$ cat src/h2fh_pkg.sv
`default_nettype none
package h2fh_pkg;

  localparam int HEADER_BYTES = 9;
  localparam int HDR_CNT_W    = 4;
  localparam int SHIFT_W      = 8 * (HEADER_BYTES - 1);

  localparam logic [HDR_CNT_W-1:0] HDR_LAST = HDR_CNT_W'(HEADER_BYTES - 1);

  localparam logic [23:0] MAX_FRAME_RESET = 24'hFFFFFF;

  localparam logic [7:0] FT_DATA          = 8'd0;
  localparam logic [7:0] FT_HEADERS       = 8'd1;
  localparam logic [7:0] FT_PRIORITY      = 8'd2;
  localparam logic [7:0] FT_RST_STREAM    = 8'd3;
  localparam logic [7:0] FT_SETTINGS      = 8'd4;
  localparam logic [7:0] FT_PUSH_PROMISE  = 8'd5;
  localparam logic [7:0] FT_PING          = 8'd6;
  localparam logic [7:0] FT_GOAWAY        = 8'd7;
  localparam logic [7:0] FT_WINDOW_UPDATE = 8'd8;
  localparam logic [7:0] FT_CONTINUATION  = 8'd9;

  localparam logic [2:0] ST_OK           = 3'd0;
  localparam logic [2:0] ST_TOO_LARGE    = 3'd1;
  localparam logic [2:0] ST_NEED_NONZERO = 3'd2;
  localparam logic [2:0] ST_NEED_ZERO    = 3'd3;
  localparam logic [2:0] ST_BAD_SIZE     = 3'd4;

  localparam logic [23:0] LEN_PRIORITY = 24'd5;
  localparam logic [23:0] LEN_FOUR     = 24'd4;
  localparam logic [23:0] LEN_EIGHT    = 24'd8;

  typedef struct packed {
    logic [23:0] frame_length;
    logic [7:0]  frame_type;
    logic [7:0]  frame_flags;
    logic [30:0] stream_ident;
  } hdr_t;

  // sum of the four base-4 digits of a byte
  function automatic logic [3:0] byte_dsum(input logic [7:0] v);
    return 4'(v[1:0]) + 4'(v[3:2]) + 4'(v[5:4]) + 4'(v[7:6]);
  endfunction

  // 4 = 1 mod 3, so a value mod 3 follows from its base-4 digit sum
  function automatic logic mod3_is_zero(input logic [23:0] v);
    logic [5:0] s;
    logic [3:0] a;
    logic [2:0] b;
    s = 6'(byte_dsum(v[7:0])) + 6'(byte_dsum(v[15:8])) + 6'(byte_dsum(v[23:16]));
    a = 4'(s[5:4]) + 4'(s[3:2]) + 4'(s[1:0]);
    b = 3'(a[3:2]) + 3'(a[1:0]);
    return (b == 3'd0) || (b == 3'd3);
  endfunction

endpackage
`default_nettype wire

$ cat src/h2fh_rules.sv
`default_nettype none
module h2fh_rules (
  input  wire h2fh_pkg::hdr_t hdr,
  input  wire logic [23:0]    max_frame_size,
  output logic [2:0]          status
);

  logic sid_zero;
  logic [23:0] len;

  assign len      = hdr.frame_length;
  assign sid_zero = (hdr.stream_ident == '0);

  always_comb begin
    status = h2fh_pkg::ST_OK;
    if (len > max_frame_size) begin
      status = h2fh_pkg::ST_TOO_LARGE;
    end else begin
      case (hdr.frame_type) inside
        h2fh_pkg::FT_DATA, h2fh_pkg::FT_HEADERS, h2fh_pkg::FT_PUSH_PROMISE,
        h2fh_pkg::FT_CONTINUATION: begin
          if (sid_zero) status = h2fh_pkg::ST_NEED_NONZERO;
        end
        h2fh_pkg::FT_PRIORITY: begin
          if (sid_zero) status = h2fh_pkg::ST_NEED_NONZERO;
          else if (len != h2fh_pkg::LEN_PRIORITY) status = h2fh_pkg::ST_BAD_SIZE;
        end
        h2fh_pkg::FT_RST_STREAM: begin
          if (sid_zero) status = h2fh_pkg::ST_NEED_NONZERO;
          else if (len != h2fh_pkg::LEN_FOUR) status = h2fh_pkg::ST_BAD_SIZE;
        end
        h2fh_pkg::FT_SETTINGS: begin
          if (!sid_zero) status = h2fh_pkg::ST_NEED_ZERO;
          else if (hdr.frame_flags[0]) begin
            if (len != '0) status = h2fh_pkg::ST_BAD_SIZE;
          end else if (len[0] || !h2fh_pkg::mod3_is_zero(len)) begin
            status = h2fh_pkg::ST_BAD_SIZE;
          end
        end
        h2fh_pkg::FT_PING: begin
          if (!sid_zero) status = h2fh_pkg::ST_NEED_ZERO;
          else if (len != h2fh_pkg::LEN_EIGHT) status = h2fh_pkg::ST_BAD_SIZE;
        end
        h2fh_pkg::FT_GOAWAY: begin
          if (!sid_zero) status = h2fh_pkg::ST_NEED_ZERO;
          else if (len < h2fh_pkg::LEN_EIGHT) status = h2fh_pkg::ST_BAD_SIZE;
        end
        h2fh_pkg::FT_WINDOW_UPDATE: begin
          if (len != h2fh_pkg::LEN_FOUR) status = h2fh_pkg::ST_BAD_SIZE;
        end
        default: status = h2fh_pkg::ST_OK;
      endcase
    end
  end

endmodule
`default_nettype wire

$ cat config.mk
export PLATFORM = sky130hd
export DESIGN_NAME = h2fh_rules
export DESIGN_NICKNAME = d
export VERILOG_FILES = /design/src/h2fh_pkg.sv /design/src/h2fh_rules.sv
export SDC_FILE = /design/constraint.sdc
export NUM_CORES = 1
export LEC_CHECK = 0
export BUFFER_PORTS_ARGS = -buffer_cell sky130_fd_sc_hd__buf_2
export CAP_MARGIN = 20
export CORE_AREA = 5 5 65 67
export DETAILED_ROUTE_END_ITERATION = 6
export DIE_AREA = 0 0 70 72
export PLACE_DENSITY = 0.85
export SETUP_SLACK_MARGIN = 0.2
export SYNTH_ARGS = -nofsm -noshare
export SYNTH_HDL_FRONTEND = slang
export SYNTH_SLANG_ARGS = --single-unit
$ cat constraint.sdc
create_clock -name vclk -period 15.2
set_clock_uncertainty 0.2 [all_clocks]
set_input_delay 0.76 -clock vclk [all_inputs]
set_output_delay 0.76 -clock vclk [all_outputs]
set_load 0.05 [all_outputs]
==> key figures <==
Worst setup path
  – Worst Path Buf+Inv: 8
  – Slowest cell on the critical path: fa_1
  – Top delay family on crit path: adder cells
  – Critical path's largest stage delay: 0.54 ns
  – Worst path most repeated cell: fa_1
  – Critical path startpoint category: input port
  – Crit path kind: in -> out
  – Crit end category: primary output
  – Crit path capture: status[2]
  – Critical Path Start: hdr[48]
  – CP required: 14.24 ns
  – Critical path fanouts, max: 3
  – Crit path depth: 28
  – CP arrival: 7.29 ns

Synth
  – Post-synthesis sequential area ratio: 0%
  – Post-Syn Nets: 359
  – Post-Syn Instances: 206
  – Netlist cell types: 41
  – Yosys Warn Count: 0
  – Leading area contributor after synthesis: ha_1
  – Mapped Area: 1730 um2
  – Post-synth top area share: 26.0%
  – Synth top area cells: ha_1 (26%), fa_1 (25%), inv_1 (11%)
  – Avg Cell Area, Syn: 8.41 um2

Detailed routing
  – Routed Antenna Nets: 0
  – Vias per inst: 5.30
  – DRC errors left: 0
  – Routed WL per cell: 13.6 um
  – Initial DRC count: 42
  – Drt pass-1 iters: 4
  – Via Count: 1828
  – Routed wire length: 4710 um

Clock tree
  – Post-CTS Hold Fix Bufs: 0
  – Buffer count from post-CTS setup fixing: 0
  – Cts repair resizes: 0

Finish
  – NumNets Final: 452
  – Area grow syn2layout: 29.7%
  – Final Non-Filler Cells: 345
  – Sequential cell count: 0
  – Final core occ: 62.8%
  – Ant. Diodes: 0
  – Layout cells sized above 1: 34.0%
  – FF/Latch Area: 0 um2
  – Most frequent cells in the layout: buf_2 (91), inv_1 (49), ha_1 (36), fa_1 (22), nor4_1 (10)
  – Clock buf count: 0
  – Commonest non-fill, non-tap cell in the layout: buf_2

Timing
  – Endpoints failing setup: 0
  – Setup TNS: 0 ns
  – Hold Fails Final Rpt: 0
  – Tmin final: 8.25 ns
  – Worst Tran Pin Value: 0.553 ns
  – Rel. slew slack: 62.8%
  – RSZ-0062 raised after global routing: no
  – Period utilisation layout: 54.3%
  – Pins Over Slew Limit: 0
  – Peak Freq: 0.121 GHz

Floorplanning
  – Top Ports: 98
  – Die ar.: 5040 um2
  – Initial Utilization: 48.4%
  – Core Region: 3580 um2
  – Site Rows: 22
  – Die Ht: 72 um
  – Die W: 70 um

Power
  – Overall Power: 0.451 mW
  – Power per cell area: 201 nW/um2
  – VDD IR max: 247 uV
  – Pleak: 1.22 nW

Global routing
  – Vias in the first global route: 1940
  – Largest net degree at the start of global routing: 8
  – GRT overflow: 0
  – Overall Global Routing Usage: 19.5%
  – First-pass GRT wire length: 8320 um
  – Antenna violations before repair: 0

Run status
  – Status: finished clean

Run
  – Max-cap violations: 0

Placement
  – RePlAce Congestion: 0.927
  – Detailed placement HPWL: 4540 um
  – PortBufs: 91
  – Cells after DPL: 345

Hold path
  – Hold crit path type: in -> out
==> synthesized netlist by cell type <==
| cell type | number |
|---|---|
| nor4_1 | 10 |
| xor2_1 | 1 |
| fa_1 | 22 |
| o311ai_0 | 1 |
| inv_1 | 49 |
| nand2_1 | 7 |
| nor3_1 | 7 |
| and2_0 | 1 |
| nor4b_1 | 1 |
| or4_4 | 1 |
| or2_2 | 1 |
| o32a_1 | 1 |
| a21o_2 | 1 |
| a211oi_1 | 2 |
| nand4_1 | 8 |
| nand2b_1 | 4 |
| nand4b_1 | 1 |
| o31a_2 | 1 |
| a311oi_1 | 1 |
| o21ai_1 | 1 |
| nor2b_1 | 1 |
| o21bai_1 | 1 |
| nand3_1 | 3 |
| or2b_1 | 1 |
| a21oi_1 | 7 |
| ha_1 | 36 |
| maj3_1 | 2 |
| nor3b_1 | 1 |
| a21o_1 | 5 |
| o211ai_1 | 1 |
| or3_1 | 1 |
| a221oi_1 | 1 |
| a221o_1 | 1 |
| and4_1 | 1 |
| xnor2_1 | 2 |
| o31a_1 | 1 |
| o21ai_0 | 7 |
| o22ai_1 | 1 |
| a211oi_2 | 1 |
| nor2_1 | 6 |
| nor4_2 | 5 |
==> area by class of cell <==
| type | count | area, um2 |
|---|---|---|
| fillers | 336 | 1330 |
| repair buffers | 91 | 455 |
| well taps | 48 | 60.1 |
| multi-input cells | 157 | 1550 |
| inverters | 49 | 184 |
==> worst min-delay path by stage <==
stage | start | to | slack, ns | depth (start not counted)
6_report | hdr[45] | status[1] | 1.81 | 5
5_1_grt | hdr[40] | status[2] | 1.84 | 4
3_5_place_dp | hdr[40] | status[2] | 1.82 | 4
2_1_floorplan | hdr[40] | status[2] | 1.58 | 2
4_1_cts | hdr[40] | status[2] | 1.82 | 4
3_3_place_gp | hdr[45] | status[1] | 1.81 | 5
==> worst min-delay path: cells and delay by family <==
| family | cells | cell delay (ns) |
|---|---|---|
| AND/OR/NAND/NOR | 2 | 0.12 |
| buffers and inverters | 2 | 0.29 |
| AO/OA/AOI/OAI | 1 | 0.07 |
==> per-layer routing <==
layer / track usage, % / part of all wire (%) / wire length, um / vias up
met3: 4.85 / 11 / 509 / 4
met1: 23.5 / 39 / 1830 / 828
met5: 0 / 0 / 0 / -
met4: 2.34 / 1.1 / 50 / 0
met2: 36.1 / 49 / 2320 / 83
li1: - / - / - / 913
==> where the power goes <==
part,internal (mW),switching (mW),total [mW]
clock,0,0,0
combinational,0.226,0.224,0.451
sequential,0,0,0
==> kinds of logic after synthesis <==
| family | synth area share, % |
|---|---|
| XOR/XNOR | 1.52 |
| AND/OR/NAND/NOR | 21.7 |
| adder cells (fa/ha/maj) | 52.6 |
| AO/OA/AOI/OAI | 13.6 |
| buffers and inverters | 10.6 |
==> through the flow <==
step	instance area (um2)	setup slack [ns]	hold WS [ns]
CTS	2250	6.92	1.82
global route	2250	6.49	1.84
floorplan	1730	7.15	1.58
detailed placement	2250	6.93	1.82
global placement	2250	7.05	1.81
finish	2250	6.95	1.81
No activity file was read; power rests on OpenSTA's default activity.
